$ cat src/rtl/fbrf_ram.sv
module fbrf_ram #(
  parameter int unsigned Width = 8,
  parameter int unsigned Depth = 512,
  localparam int unsigned AddrW = $clog2(Depth)
) (
  input  logic             clk_i,
  input  logic             we_i,
  input  logic [AddrW-1:0] waddr_i,
  input  logic [Width-1:0] wdata_i,
  input  logic             re_i,
  input  logic [AddrW-1:0] raddr_i,
  output logic [Width-1:0] rdata_o
);

  logic [Width-1:0] mem_q [Depth];
  logic [Width-1:0] rdata_q;

  always_ff @(posedge clk_i) begin
    if (we_i) begin
      mem_q[waddr_i] <= wdata_i;
    end
    if (re_i) begin
      rdata_q <= mem_q[raddr_i];
    end
  end

  assign rdata_o = rdata_q;

endmodule

$ cat config.mk
export PLATFORM = sky130hd
export DESIGN_NAME = fbrf_ram
export DESIGN_NICKNAME = d
export VERILOG_FILES = /design/src/rtl/fbrf_ram.sv
export SDC_FILE = /design/constraint.sdc
export NUM_CORES = 2
export LEC_CHECK = 0
export BUFFER_PORTS_ARGS = -buffer_cell sky130_fd_sc_hd__buf_2
export CORE_MARGIN = 8
export CORE_UTILIZATION = 50
export DETAILED_ROUTE_END_ITERATION = 12
export PLACE_DENSITY = 0.68
export SYNTH_ARGS = -nofsm -noshare
export SYNTH_HDL_FRONTEND = slang
export SYNTH_SLANG_ARGS = --single-unit
$ cat constraint.sdc
create_clock -name clk_i -period 2.6 [get_ports clk_i]
set_input_delay 0.52 -clock clk_i [delete_from_list [all_inputs] [get_ports clk_i]]
set_output_delay 0.52 -clock clk_i [all_outputs]
set_load 0.05 [all_outputs]
After elaboration in Yosys (flattened, before gate mapping)
Memories as Yosys holds them, arrays and structs flattened. A register that Yosys moved wholly into a read port is not among the register bits.
Cells that the tools add are included.
{ "totals": {"elab_cells": 3, "ram_bits": 4096, "latchBits": 0, "regBits": 0, "mem_count": 1, "romBits": 0} }
{ "memory_table": {"columns": ["name", "words", "word_bits", "rd", "rd_ports_with_merged_regs", "wr", "line", "source"], "rows": [
  ["mem_q", 512, 8, 1, 1, 1, "15", "logic [Width-1:0] mem_q [Depth];"]
]} }
{ "op_classes": {"n_mul": 0, "n_reduce_logical": 0, "n_lt_le_gt_ge": 0, "muxes": 2, "bitwise": 0, "div_mod_pow": 0, "shift": 0, "add_sub_neg": 0, "eq_ne": 0} }
{ "ops": {"columns": ["operator", "count"], "rows": [
  ["1-bit two-way mux", 2]
]} }

Depth between registers and ports, before layout
{ "depth": {"depth_word": 2, "depth_mapped": 12, "ltp_nobuf": 7} }

Worst setup path before layout
OpenSTA, ideal clock, no wires.
{ "synth_timing": {"path_kind": "input -> register", "startpoint": "input port raddr_i[0]", "endpoint": "register rdata_q[0], in the netlist rdata_o[0], read port of mem_q (data pin)", "slack_ns": -0.031, "t_required_ns": 2.343, "setup_time_ns": 0.257, "arrival_ns": 2.374, "n_path_buf": 4, "path_stages": 10, "cell_sequence": "buf_4 -> buf_12 -> buf_12 -> buf_2 -> mux4_2 -> o21ai_0 -> nand3_1 -> nand4_1 -> o21ai_0 -> o2111a_1"} }
{ "synth_lines": {"columns": ["element", "line", "source"], "rows": [
  ["start, declared", "11", "input logic [AddrW-1:0] raddr_i,"],
  ["end, declared", "16", "logic [Width-1:0] rdata_q;"]
]} }

==> key figures <==
Synthesis
  – Most frequent cell after synthesis: edfxtp_1
  – Synthesized area per cell: 19.93 um2
  – Netlist Area Pre-Place: 160000 um2
  – Synthesis warning total: 0
  – Unique cell type count in the Yosys netlist: 50
  – Seq/Total Area, Yosys: 77.02%
  – EDFF count, synth: 4104
  – Number of nets in the synthesized netlist: 8059
  – Leading area contributor after synthesis: edfxtp_1
  – Most used DFF post-synth: edfxtp_1
  – List of most frequent post-synthesis cells: edfxtp_1, mux2i_1, mux4_2, nor2_1, o221ai_1
  – Top cell type's share of synthesized area: 77.02%
  – Largest cells by area after synthesis: edfxtp_1, mux4_2, mux2i_1
  – Cells after synthesis: 8030
  – Flops & latches, synth: 4104
  – Fraction of registers with async set or reset after synthesis: 0%

STA
  – Max-Slew Margin vs Limit: 34.24%
  – Final critical-path required period: 2719 ps
  – Setup clock skew after layout: 70.11 ps
  – Final Max Slew Viols: 0
  – Setup slack of the critical path after layout: -118.6 ps
  – Actual slew at the worst max-slew pin: 982.8 ps
  – Number of failing setup endpoints in the final timing report: 5
  – RSZ-0062 raised after global routing: true
  – Final critical-path share of the clock period: 104.6%
  – Fmax: 367.8 MHz
  – Number of endpoints with negative hold slack in the final report: 0

Global route
  – Largest net degree at the start of global routing: 95
  – GR Util All Layers: 24.46%
  – Antenna violations before repair: 25
  – Number of global-route vias before repair: 87.47k
  – Congestion Overflow GR: 0
  – Wire length of the first global-routing pass: 611700 um

Setup path
  – Endpoint of the most critical register-to-register path: rdata_o[0]
  – Endpoint required time on the critical path: 3430 ps
  – Startpoint type of the worst setup path: input port
  – Peak fanout along the critical path: 22
  – Reg2reg path depth: 9
  – Critical R2R Launch: mem_q[273][0]
  – Crit path arrival time: 3550 ps
  – Flop-to-flop setup slack: -80 ps
  – Endpoint class of the critical path: flip-flop
  – Critical path type: in -> reg

Clock tree
  – Total clock sinks: 4104
  – Worst-skew pair later-pin latency: 950 ps
  – CTS Root Cell: clkbuf_16
  – Maximum clock path buffer count: 4
  – Level count of the clock H-tree: 5
  – Clock slew seen by the registers of the worst setup and hold paths: 70 ps
  – Clock tree from TritonCTS: built
  – Total clock buffers created by CTS: 404

Layout
  – Finished Cell Area: 191000 um2
  – Number of nets in the layout: 9570
  – Fill cell count: 21.96k
  – Fraction of layout instances using a drive strength above 1: 29.85%
  – Fin cells: 14.05k
  – Syn-to-layout area delta: 19.39%

Place
  – Total instance count after detailed placement: 13.29k
  – Buffers added on ports: 36
  – Half-perimeter wire length of the detailed placement result: 276300 um
  – Cell area after placement: 177000 um2
  – Final weighted congestion of routability-driven global placement: 0.9141

Drt
  – Vias per inst: 6.233
  – Count of vias placed by the detailed router: 87.59k
  – Total wire length after detailed routing: 426400 um
  – Routed Antenna Nets: 0
  – Count of TritonRoute iterations in the first routing pass: 8
  – Per-cell routed wire length: 30.34 um
  – Detailed router's first-iteration violation count: 11.43k
  – Post-detailed-route DRC marker count: 0

Job
  – Count of max-cap constraint violations: 0

Power
  – Pwr dens: 724.5 nW/um2
  – Portion of total power attributed to sequential cells: 52.7%
  – Maximum ir drop on the vdd rail: 0.0006264 V
  – Switch share: 21.41%
  – Proportion of power drawn by combinational gates: 5.7%
  – Net switching power of the design: 29.63 mW
  – Cell-internal power: 108.8 mW
  – Clock group share of total power: 41.6%
  – Leak Pwr: 63.89 nW

Floorplanning
  – Count of boundary I/O pins: 37
  – Core ar.: 318300 um2
  – Count of standard-cell rows: 207
  – Full die area: 338400 um2
  – Die Span Y: 581.7 um
  – Initial Util: 50.27%
  – Width of the die: 581.7 um

Worst hold path
  – Hold path startpoint: wdata_i[1]
  – Sink of the worst hold path: mem_q[168][1]
  – Path category of the worst min-delay check: in -> reg
  – Number of cells on the worst hold path: 1

Outcome
  – Status: finished with violations
  – Failing checks: setup timing
kinds of logic (layout without fill, tap and decap cells):
group | Yosys count | count (layout) | synth area share [%]
other cells | 0 | 10 | 0
compound gates | 979 | 979 | 4.311
buf+inv | 516 | 2349 | 1.848
flops | 4104 | 4104 | 77.02
simple gates | 980 | 980 | 2.630
mux | 1451 | 1451 | 14.19
routing by layer:
| layer | wire length [um] | global-route usage (%) | share of wire, % | up-vias |
|---|---|---|---|---|
| met3 | 41320 | 4.149 | 9.7 | 848 |
| met5 | 20 | 0 | 0.0047 | - |
| li1 | - | - | - | 36520 |
| met2 | 202600 | 39.18 | 48 | 4879 |
| met4 | 17450 | 8.842 | 4.1 | 4 |
| met1 | 165000 | 34.22 | 39 | 45350 |
how the worst max path moves through the flow:
stage	end	slack, ps	start
after CTS	rdata_o[0]	-50	raddr_i[0]
after global routing	rdata_o[0]	-120	mem_q[273][0]
after floorplan	rdata_o[0]	0.3	raddr_i[0]
after detailed placement	rdata_o[0]	-1790	raddr_i[0]
after global placement	rdata_o[0]	-1750	raddr_i[0]
final	rdata_o[0]	-120	raddr_i[0]
cells in the final DEF (no fill, tap or decap), types with 106 or more instances in the layout:
cell type,synthesis,final
edfxtp_1,4104,4104
buf_4,70,1359
mux2i_1,797,795
mux4_2,654,654
nor2_1,597,597
clkbuf_16,0,411
o221ai_1,371,332
buf_12,5,202
a21oi_1,194,179
o22ai_1,163,160
o21ai_0,118,106
power groups by stage:
| stage | combinational (mW) | sequential (mW) | clock, mW |
|---|---|---|---|
| after CTS | 7.75 | 72.9 | 58.2 |
| after global placement | 7.52 | 74.3 | 0 |
| after detailed placement | 7.67 | 74.3 | 0 |
| final | 7.92 | 72.9 | 57.6 |
| after floorplan | 3.47 | 74.4 | 0 |
| after global routing | 8.21 | 72.9 | 60.6 |
cell type report:
type	count	area, um2	share of cell area [%]
inverter	3	18.77	0.009825
antenna	10	25.02	0.01310
tap	4180	5230	2.738
clock inverter	225	2419	1.266
timing repair buffer	1618	14900	7.798
multi-input combinational	3410	34640	18.13
sequential	4104	123200	64.51
clock buffer	503	10570	5.531
flip-flops by register name, indices dropped and copies added (netlist names):
name and flops:
rdata_o 8, mem_q 4096
through the flow:
step | total power, mW | utilization (%) | hold slack, ps | setup slack, ps | setup TNS [ps]
2_1_floorplan | 77.84 | - | 618.9 | 0.3155 | 0
3_3_place_gp | 81.84 | 55.61 | 964.3 | -1751 | -11260
3_5_place_dp | 81.99 | 55.61 | 975.3 | -1786 | -11390
4_1_cts | 138.8 | 59.81 | 1.167 | -47.73 | -48.83
5_1_grt | 141.6 | 60.01 | 51.35 | -120.1 | -356.8
6_report | 138.4 | 60.01 | 49.80 | -118.6 | -376.4
timing repair:
item | 4_1_cts | 5_1_grt
resized for setup | 54 | 91
endpoints found under the hold margin | 64 | 0
cloned | 0 | 3
endpoints found under the setup margin | 8 | 8
setup buffers | 1 | 16
hold buffers | 5 | 0
pin swaps | 12 | 39
worst max-delay path, stage by stage:
cell      delay (ps)
buf_12           150
buf_12           220
buf_12           240
buf_12           230
mux2i_1           90
o221ai_1         370
a21oi_1          240
nor2_1           210
nand3_1          190
o21ai_0          560
buf_4            250
o2111a_1         170
No activity file was read; power rests on OpenSTA's default activity.
