===== src/rtl/fbrf_pkg.sv =====
package fbrf_pkg;

  // rows held in one page byte
  localparam int unsigned PageRows = 8;

  // field widths fixed by the item format
  localparam int unsigned KindW   = 2;
  localparam int unsigned XW      = 9;
  localparam int unsigned YW      = 7;
  localparam int unsigned SpanW   = 6;
  localparam int unsigned PageSelW = 2;
  localparam int unsigned ColSelW = 7;

  typedef enum logic [KindW-1:0] {
    KIND_FILL  = 2'd0,
    KIND_CLEAR = 2'd1,
    KIND_READ  = 2'd2
  } kind_e;

  typedef enum logic [1:0] {
    ST_IDLE,
    ST_CLEAR,
    ST_FILL
  } state_e;

  // read response control, registered in the cycle after a read is taken
  typedef struct packed {
    logic valid;
    logic zero;
  } rsp_t;

endpackage


===== src/rtl/fbrf_ctrl.sv =====
module fbrf_ctrl #(
  parameter int unsigned SCREEN_ROWS = 32,
  parameter int unsigned SCREEN_COLS = 128,
  localparam int unsigned PageCount = (SCREEN_ROWS + 7) / 8,
  localparam int unsigned Depth = PageCount * SCREEN_COLS,
  localparam int unsigned AddrW = $clog2(Depth)
) (
  input  logic                                clk_i,
  input  logic                                rst_ni,
  input  logic                                start_i,
  output logic                                busy_o,
  input  logic [fbrf_pkg::KindW-1:0]          kind_i,
  input  logic signed [fbrf_pkg::XW-1:0]      x_i,
  input  logic signed [fbrf_pkg::YW-1:0]      y_i,
  input  logic [fbrf_pkg::SpanW-1:0]          width_i,
  input  logic [fbrf_pkg::SpanW-1:0]          height_i,
  input  logic [fbrf_pkg::PageSelW-1:0]       page_i,
  input  logic [fbrf_pkg::ColSelW-1:0]        column_i,
  output logic                                rd_en_o,
  output logic [AddrW-1:0]                    rd_addr_o,
  input  logic [fbrf_pkg::PageRows-1:0]       rd_data_i,
  output logic                                wr_en_o,
  output logic [AddrW-1:0]                    wr_addr_o,
  output logic [fbrf_pkg::PageRows-1:0]       wr_data_o,
  output fbrf_pkg::rsp_t                      rsp_o
);

  import fbrf_pkg::*;

  localparam int unsigned PageW = (PageCount > 1) ? $clog2(PageCount) : 1;
  localparam int unsigned RowW  = PageW + 3;
  localparam int unsigned ColW  = $clog2(SCREEN_COLS);
  localparam logic signed [XW:0] ColMax = (XW + 1)'(SCREEN_COLS - 1);
  localparam logic signed [YW:0] RowMax = (YW + 1)'(SCREEN_ROWS - 1);

  state_e               state_q, state_d;
  logic [AddrW-1:0]     clr_q, clr_d;
  logic                 wr_pend_q, wr_pend_d;
  logic [AddrW-1:0]     wr_addr_q, wr_addr_d;
  logic [PageRows-1:0]  mask_q, mask_d;
  rsp_t                 rsp_q, rsp_d;
  logic [ColW-1:0]      col_q, col_d;
  logic [ColW-1:0]      col_lo_q, col_lo_d;
  logic [ColW-1:0]      col_hi_q, col_hi_d;
  logic [RowW-1:0]      row_lo_q, row_lo_d;
  logic [RowW-1:0]      row_hi_q, row_hi_d;
  logic [PageW-1:0]     page_q, page_d;
  logic [PageW-1:0]     page_end_q, page_end_d;
  logic [AddrW-1:0]     base_q, base_d;

  logic                 accept;
  logic                 accept_read;
  logic signed [XW:0]   x_lo_s, x_hi_s;
  logic signed [YW:0]   y_lo_s, y_hi_s;
  logic                 fill_off;
  logic [ColW-1:0]      col_lo_c, col_hi_c;
  logic [RowW-1:0]      row_lo_c, row_hi_c;
  logic [AddrW-1:0]     fill_addr;
  logic [AddrW-1:0]     read_addr;
  logic                 read_oob;
  logic [PageRows-1:0]  mask_cur;
  logic [RowW-1:0]      row_tap [PageRows];

  assign busy_o      = (state_q != ST_IDLE) || wr_pend_q;
  assign accept      = start_i && !busy_o;
  assign accept_read = accept && (kind_i == KIND_READ);

  // rectangle clipping, inclusive bounds
  assign x_lo_s   = {x_i[XW-1], x_i};
  assign x_hi_s   = x_lo_s + $signed({{(XW + 1 - SpanW){1'b0}}, width_i});
  assign y_lo_s   = {y_i[YW-1], y_i};
  assign y_hi_s   = y_lo_s + $signed({{(YW + 1 - SpanW){1'b0}}, height_i});
  assign fill_off = (x_hi_s < 0) || (x_lo_s > ColMax) || (y_hi_s < 0) || (y_lo_s > RowMax);
  assign col_lo_c = x_lo_s[XW] ? '0 : x_lo_s[ColW-1:0];
  assign col_hi_c = (x_hi_s > ColMax) ? ColMax[ColW-1:0] : x_hi_s[ColW-1:0];
  assign row_lo_c = y_lo_s[YW] ? '0 : y_lo_s[RowW-1:0];
  assign row_hi_c = (y_hi_s > RowMax) ? RowMax[RowW-1:0] : y_hi_s[RowW-1:0];

  assign fill_addr = base_q + AddrW'(col_q);
  assign read_addr = AddrW'(32'(page_i) * SCREEN_COLS + 32'(column_i));
  assign read_oob  = (32'(page_i) >= PageCount) || (32'(column_i) >= SCREEN_COLS);

  // rows of the current page that fall inside the rectangle
  always_comb begin
    for (int r = 0; r < PageRows; r++) begin
      row_tap[r]  = {page_q, 3'(r)};
      mask_cur[r] = (row_tap[r] >= row_lo_q) && (row_tap[r] <= row_hi_q);
    end
  end

  always_comb begin
    state_d    = state_q;
    clr_d      = clr_q;
    wr_pend_d  = 1'b0;
    wr_addr_d  = wr_addr_q;
    mask_d     = mask_q;
    rsp_d      = '0;
    col_d      = col_q;
    col_lo_d   = col_lo_q;
    col_hi_d   = col_hi_q;
    row_lo_d   = row_lo_q;
    row_hi_d   = row_hi_q;
    page_d     = page_q;
    page_end_d = page_end_q;
    base_d     = base_q;
    rd_en_o    = 1'b0;
    rd_addr_o  = fill_addr;
    unique case (state_q)
      ST_IDLE: begin
        if (accept) begin
          unique case (kind_e'(kind_i))
            KIND_FILL: begin
              if (!fill_off) begin
                col_lo_d   = col_lo_c;
                col_hi_d   = col_hi_c;
                row_lo_d   = row_lo_c;
                row_hi_d   = row_hi_c;
                col_d      = col_lo_c;
                page_d     = row_lo_c[RowW-1:3];
                page_end_d = row_hi_c[RowW-1:3];
                base_d     = AddrW'(32'(row_lo_c[RowW-1:3]) * SCREEN_COLS);
                state_d    = ST_FILL;
              end
            end
            KIND_CLEAR: begin
              clr_d   = '0;
              state_d = ST_CLEAR;
            end
            KIND_READ: begin
              rd_en_o    = 1'b1;
              rd_addr_o  = read_addr;
              rsp_d.valid = 1'b1;
              rsp_d.zero  = read_oob;
            end
            default: ;
          endcase
        end
      end
      ST_CLEAR: begin
        if (clr_q == AddrW'(Depth - 1)) begin
          state_d = ST_IDLE;
        end else begin
          clr_d = clr_q + 1'b1;
        end
      end
      ST_FILL: begin
        // read now, or the mask in and write back next cycle
        rd_en_o   = 1'b1;
        wr_pend_d = 1'b1;
        wr_addr_d = fill_addr;
        mask_d    = mask_cur;
        if (col_q == col_hi_q) begin
          if (page_q == page_end_q) begin
            state_d = ST_IDLE;
          end else begin
            page_d = page_q + 1'b1;
            base_d = base_q + AddrW'(SCREEN_COLS);
            col_d  = col_lo_q;
          end
        end else begin
          col_d = col_q + 1'b1;
        end
      end
      default: state_d = ST_IDLE;
    endcase
  end

  assign wr_en_o   = (state_q == ST_CLEAR) || wr_pend_q;
  assign wr_addr_o = (state_q == ST_CLEAR) ? clr_q : wr_addr_q;
  assign wr_data_o = (state_q == ST_CLEAR) ? '0 : (rd_data_i | mask_q);
  assign rsp_o     = rsp_q;

  // reset starts a clearing sweep over the whole store
  always_ff @(posedge clk_i or negedge rst_ni) begin
    if (!rst_ni) begin
      state_q   <= ST_CLEAR;
      clr_q     <= '0;
      wr_pend_q <= 1'b0;
      rsp_q     <= '0;
    end else begin
      state_q   <= state_d;
      clr_q     <= clr_d;
      wr_pend_q <= wr_pend_d;
      rsp_q     <= rsp_d;
    end
  end

  always_ff @(posedge clk_i) begin
    wr_addr_q  <= wr_addr_d;
    mask_q     <= mask_d;
    col_q      <= col_d;
    col_lo_q   <= col_lo_d;
    col_hi_q   <= col_hi_d;
    row_lo_q   <= row_lo_d;
    row_hi_q   <= row_hi_d;
    page_q     <= page_d;
    page_end_q <= page_end_d;
    base_q     <= base_d;
  end

  a_clear_no_writeback: assert property (@(posedge clk_i) disable iff (!rst_ni)
    (state_q == ST_CLEAR) |-> !wr_pend_q)
    else $error("clear sweep overlaps a fill write-back");

  a_no_rw_collision: assert property (@(posedge clk_i) disable iff (!rst_ni)
    (wr_pend_q && rd_en_o) |-> (rd_addr_o != wr_addr_q))
    else $error("read of an entry whose write-back is in flight");

  a_rsp_after_read: assert property (@(posedge clk_i) disable iff (!rst_ni)
    rsp_q.valid |-> $past(accept_read))
    else $error("response without a read transfer");

  a_fill_col_window: assert property (@(posedge clk_i) disable iff (!rst_ni)
    (state_q == ST_FILL) |-> ((col_q >= col_lo_q) && (col_q <= col_hi_q)))
    else $error("fill column left the clipped window");

endmodule


===== config.mk =====
export PLATFORM = sky130hd
export DESIGN_NAME = fbrf_ctrl
export DESIGN_NICKNAME = d
export VERILOG_FILES = /design/src/rtl/fbrf_pkg.sv /design/src/rtl/fbrf_ctrl.sv
export SDC_FILE = /design/constraint.sdc
export NUM_CORES = 1
export LEC_CHECK = 0
export BUFFER_PORTS_ARGS = -buffer_cell sky130_fd_sc_hd__buf_4
export CAP_MARGIN = 10
export CORE_ASPECT_RATIO = 1.1
export CORE_MARGIN = 10
export CORE_UTILIZATION = 49
export CTS_CLUSTER_SIZE = 40
export DETAILED_ROUTE_END_ITERATION = 16
export HOLD_SLACK_MARGIN = 0.08
export PLACE_DENSITY = 0.73
export SLEW_MARGIN = 20
export SYNTH_ARGS = -nofsm -noshare
export SYNTH_HDL_FRONTEND = slang
export SYNTH_SLANG_ARGS = --single-unit
export TNS_END_PERCENT = 20

===== constraint.sdc =====
create_clock -name clk_i -period 4.7 [get_ports clk_i]
set_clock_uncertainty 0.1 [all_clocks]
set_input_delay 0.47 -clock clk_i [delete_from_list [all_inputs] [get_ports clk_i]]
set_output_delay 0.47 -clock clk_i [all_outputs]
set_load 0.01 [all_outputs]

### Word level (Yosys, flattened, before mapping)

Cells that the tools add are included.

| storage, ports and cells | value |
|---|---|
| logic and storage cells | 135 |
| output and inout bits | 31 |
| bits in registers | 73 |

| operators by class | value |
|---|---|
| $add $sub $neg | 8 |
| equality and inequality tests | 19 |
| muxes and demuxes | 43 |
| reduce and logical (&&, ||, !) cells | 25 |
| order comparisons | 22 |
| bitwise logic cells | 2 |

Operator list:

| operator | number |
|---|---|
| 2-to-1 mux 9 bit | 12 |
| 2-to-1 mux 7 bit | 6 |
| greater-or-equal comparator 5 bit | 8 |
| less-or-equal comparator 5 bit | 8 |
| one-hot mux 9 bit (2 select lines) | 2 |
| 2-to-1 mux 2 bit | 13 |
| adder 9 x 7 -> 9 bit | 2 |
| inequality test 2 bit, second input constant | 7 |
| one-hot mux 7 bit (2 select lines) | 1 |
| AND reduction 6 bit | 2 |
| adder 9 x 7 -> 10 bit | 1 |
| greater-than comparator 10 x 8 -> 1 bit, second input constant | 1 |
| < comparator 10 x 1 -> 1 bit, second input constant | 1 |
| adder 9 x 1 -> 9 bit, second input constant | 1 |
| adder 9 x 8 -> 9 bit, second input constant | 1 |
| == test 9 bit, second input constant | 1 |
| greater-than comparator 9 x 8 -> 1 bit, second input constant | 1 |
| logical AND 1 bit | 9 |
| adder 7 x 7 -> 8 bit | 1 |
| greater-than comparator 8 x 6 -> 1 bit, second input constant | 1 |
| < comparator 8 x 1 -> 1 bit, second input constant | 1 |
| 2-to-1 mux 8 bit | 1 |
| OR 8 bit | 1 |
| one-hot mux 2 bit (2 select lines) | 2 |
| other kinds (21) | 35 |

### Depth between registers and ports, before layout

| logic depth | value |
|---|---|
| depth after elaboration | 9 |
| mapped depth | 11 |
| depth with buffers taken out | 11 |

### Least setup slack after synthesis

Ideal clock, no wire load.

| timing | value |
|---|---|
| kind | in2reg |
| from | in x_i[1] in the netlist's numbering |
| to | reg col_hi_q[0], enable pin |
| data required time | 4.217 ns |
| setup slack | 1.897 ns |
| stages | 7 |
| arrival time | 2.320 ns |
| buffers on the path | 0 |
| setup time | 0.383 ns |
| cell sequence | ha_1 a21oi_1 nand4b_1 a21oi_2 o211ai_1 a221oi_2 and2_1 |

| on the way | value |
|---|---|
| cells in the longest elaborated chain, start to end | 7 |
| elaborated cells between the ends (all ways) | 8 |
| classes of those cells | add/sub (1); order compare (2); bitwise (1); reduce/logical (4) |

RTL lines:

| what | line | source |
|---|---|---|
| from (decl) | fbrf_ctrl.sv:13 | `input logic signed [fbrf_pkg::XW-1:0] x_i,` |
| adder 9 x 7 -> 10 bit | fbrf_ctrl.sv:70 | `assign x_hi_s = x_lo_s + $signed({{(XW + 1 - SpanW){1'b0}}, width_i});` |
| < comparator 10 x 1 -> 1 bit | fbrf_ctrl.sv:73 | `assign fill_off = (x_hi_s < 0) \|\| (x_lo_s > ColMax) \|\| (y_hi_s < 0) \|\| (y_lo_s > RowMax);` |
| logical OR 1 bit (*) (3 in series) | fbrf_ctrl.sv:73 |  |
| NOT 1 bit (no line) (*) | -- |  |
| AND reduction 4 bit (no line) (*) | -- |  |
| to (signal assigned) | fbrf_ctrl.sv:193 | `col_hi_q <= col_hi_d;` |
| to (decl) | fbrf_ctrl.sv:44 | `logic [ColW-1:0] col_hi_q, col_hi_d;` |

Every way passes the cells marked *; elsewhere a longest branch is shown, timed or not.
A chain may end at the register's enable or synchronous reset.

### Worst setup path after layout

| timing | value |
|---|---|
| from | in x_i[1] in the netlist's numbering |
| to | reg row_lo_q[4], enable pin |

| on the way | value |
|---|---|
| cells in the longest elaborated chain, start to end | 7 |
| elaborated cells between the ends (all ways) | 8 |
| classes of those cells | add/sub (1); order compare (2); bitwise (1); reduce/logical (4) |

RTL lines:

| what | line | source |
|---|---|---|
| adder 9 x 7 -> 10 bit | fbrf_ctrl.sv:70 |  |
| < comparator 10 x 1 -> 1 bit | fbrf_ctrl.sv:73 |  |
| logical OR 1 bit (*) (3 in series) | fbrf_ctrl.sv:73 |  |
| NOT 1 bit (no line) (*) | -- |  |
| AND reduction 4 bit (no line) (*) | -- |  |
| to (signal assigned) | fbrf_ctrl.sv:194 | `row_lo_q <= row_lo_d;` |
| to (decl) | fbrf_ctrl.sv:45 | `logic [RowW-1:0] row_lo_q, row_lo_d;` |

Marks and branches as above.

==> impl_metrics.ini <==
[yosys]
synth_edf_count = 52
netlist.area_leader.share = 0.394
ys_warn_count = 0
synthFlopType = edfxtp_1
ys_seq_area_frac = 0.476
async_flop_share = 0.200
synth_seq_cells = 65
yosys-top-cells-area = edfxtp_1 39%, dfrtp_1 7.6%, ha_1 6.6%
synth_area_per_cell_um2 = 9.91
synthCells = 400
synth.largest_area_cell = edfxtp_1
syn_nets = 473
syn_area_um2 = 3960
synth_cell_types = 60

[route]
drtIter0Drc = 140
vias_per_cell = 5.10
wire_per_inst_um = 14.1
vias = 3035
final_antenna_net_count = 0
drt_wl_total_um = 8370
drc_errors = 0
drt_pre_antenna_iters = 5

[worst_setup_path]
cp_cell_sequence = buf_4, ha_1, a21oi_1, nand4b_1, a21oi_2, o211ai_1, a221oi_2, and2_1
startpoint_type = input port
required_ns = 4.55
worstPathMaxFanout = 24
reg2reg_setup_slack_ns = 2.06
worst-setup-path-type = input port to flip-flop
slowest_stage = and2_1
r2r_start = state_q[1]
worstRegToRegCells = 4
rr_endpoint = row_lo_q[4]
crit_arrival_ns = 2.77
crit_path_end_kind = flip-flop
max_stage_delay_ns = 0.83

[min_path]
hold_end = clr_q[5]
holdPathStages = 3
min_from = kind_i[1]
hold_class = input port to flip-flop

[clocking]
clk_path_buf_depth = 2
cts.sinks = 65
clock_latency_ns = 0.34
cts_tree = built
cts-buffers-inserted = 9
cts_setup_buffers = 0
path_clk_slew_ns = 0.07
cts_root_buf = clkbuf_8
ctsHtreeMaxLevel = 3

[global_route]
grt_pass1_wl_um = 14200
grt_start_max_net_pins = 25
overflow = 0
grt_pass1_vias = 3119
antenna_found_initial = 0
grtUsageTotal = 0.140

[timing]
hold_violations = 0
slew_viol_final = 0
slew_headroom = 0.356
worst_pin_slew_ns = 0.966
fin_crit_sh = 0.621
final.setup.tns_ns = 0
fmax_ghz = 0.343
finalSetupViolations = 0
rsz0062_at_grt = false
fin_ws_ns = 1.78
fin_crit_ns = 2.92
timing.hold.ws_ns = 0.333

[status]
status = finished, final reports clean

[floorplan]
die_w_um = 106
io_pins = 81
die-height_um = 114
initial_core_util = 0.501
die_area_um2 = 12100
core-area_um2 = 7910
row_count = 34

[job]
max_cap_violations = 0

[cells_and_area]
layout-drive-gt1-share = 0.248
multi_input_area_um2 = 1970
fin_nets = 555
diodes = 0
fill_cells = 687
syn_to_final_growth_pct = 22.4
finalNonFillerCells = 595
seqCellArea_um2 = 1890

[placed_design]
placed_cells = 578
pre_cts_ws_ns = 1.41
io_buffers = 79
place_hpwl_um = 6690
gp_congestion = 0.853

[power]
p_per_area_nw_per_um2 = 334
leakagePower_nw = 2.07
irDropWorstVdd_uv = 134
[registers in the layout (all words and copies together), names as in the netlist]
register and cells:
clr_q 9, wr_addr_q 9, mask_q 8, col_hi_q 7
col_lo_q 7, col_q 7, row_hi_q 5, row_lo_q 5
base_q 2, page_q 2, state_q 2, rsp_o 1
wr_pend_q 1
[worst max-delay path: cells and delay by family]
family | cells | cell delay, ns
and+or+nand+nor | 2 | 1.05
adders and majority gates | 1 | 0.27
AOI/OAI and AO/OA | 4 | 0.84
buffers and inverters | 1 | 0.13
[cells in the final DEF (no fill, tap or decap), types with 3 or more instances in the layout]
cell type,instances
and2_1,6
a21oi_2,3
a211oi_1,3
nand3_1,12
xnor2_1,11
ha_1,21
xor2_1,12
buf_4,80
nor2_1,39
o31ai_1,4
o21ai_1,6
clkinv_2,4
clkbuf_8,9
a21o_1,7
nor3_1,10
dfrtp_1,12
edfxtp_1,52
a21oi_1,15
nand2_1,61
mux2_2,9
inv_1,16
nor2b_1,15
nand2b_1,5
nor3_2,3
o21ai_0,24
[per-layer routing]
layer | routed length [um] | global-route usage | up-vias
li1 | - | - | 1585
met3 | 389 | 0.0259 | 8
met4 | 115 | 0.0687 | 0
met2 | 3950 | 0.228 | 86
met5 | 0 | 0 | -
met1 | 3920 | 0.175 | 1356
[timing repair]
action | 4_1_cts | 5_1_grt
hold endpoints to repair | 13 | 0
hold buffers | 1 | 0
resized for setup | 0 | 0
[kinds of logic (layout without fill, tap and decap cells)]
group | count (synthesis) | count (layout) | synth area share
AO/OA/AOI/OAI | 82 | 82 | 0.135
buffers and inverters | 27 | 114 | 0.0271
AND/OR/NAND/NOR | 169 | 169 | 0.205
other | 1 | 1 | 0.000946
multiplexers | 10 | 10 | 0.0281
adder cells (fa/ha/maj) | 23 | 23 | 0.0764
XOR/XNOR | 23 | 23 | 0.0508
flip-flops | 65 | 65 | 0.476
[stage by stage]
| step | utilization | cell area, um^2 | power [W] |
|---|---|---|---|
| 6_report | 0.613 | 4850 | 0.00162 |
| 5_1_grt | 0.613 | 4850 | 0.00173 |
| 4_1_cts | 0.613 | 4850 | 0.00164 |
| 3_5_place_dp | 0.588 | 4660 | 0.00119 |
| 3_3_place_gp | 0.588 | 4660 | 0.00118 |
| 2_1_floorplan | - | 3960 | 0.000980 |
[final cells by class]
cell class | instances | area share
clock buffer | 10 | 0.0263
clock inverter | 6 | 0.0121
inverter | 17 | 0.0132
multi-input combinational | 308 | 0.406
sequential | 65 | 0.389
tap | 108 | 0.0278
timing repair buffer | 81 | 0.126
[worst max-delay path by stage]
stage,endpoint,startpoint
after floorplan,col_hi_q[0],x_i[1]
after global placement,col_lo_q[0],x_i[1]
after detailed placement,col_lo_q[0],x_i[1]
after CTS,row_lo_q[4],x_i[1]
after global routing,col_lo_q[6],x_i[1]
final,row_lo_q[4],x_i[1]
[Yosys cell counts (2+ instances only)]
cell and instances:
nand2_1 61, edfxtp_1 52, nor2_1 39, o21ai_0 24
ha_1 21, inv_1 16, a21oi_1 15, nor2b_1 15
dfrtp_1 12, nand3_1 12, xor2_1 12, xnor2_1 11
nor3_1 10, mux2_2 9, a21o_1 7, clkbuf_1 7
and2_1 6, o21ai_1 6, nand2b_1 5, o31ai_1 4
a211oi_1 3, a21oi_2 3, nor3_2 3, a31oi_1 2
a41oi_1 2, and3_1 2, buf_2 2, fa_1 2
nand4b_1 2, nor3b_1 2, o2bb2ai_1 2, or2_1 2
or2_2 2
[power breakdown]
group / internal, W / switching, W / total, W
Clock: 0.000242 / 0.000203 / 0.000445
Sequential: 0.000658 / 0.0000389 / 0.000697
Combinational: 0.000225 / 0.000252 / 0.000477
Total: 0.00113 / 0.000494 / 0.00162
Power figures use the tool's default switching activity.
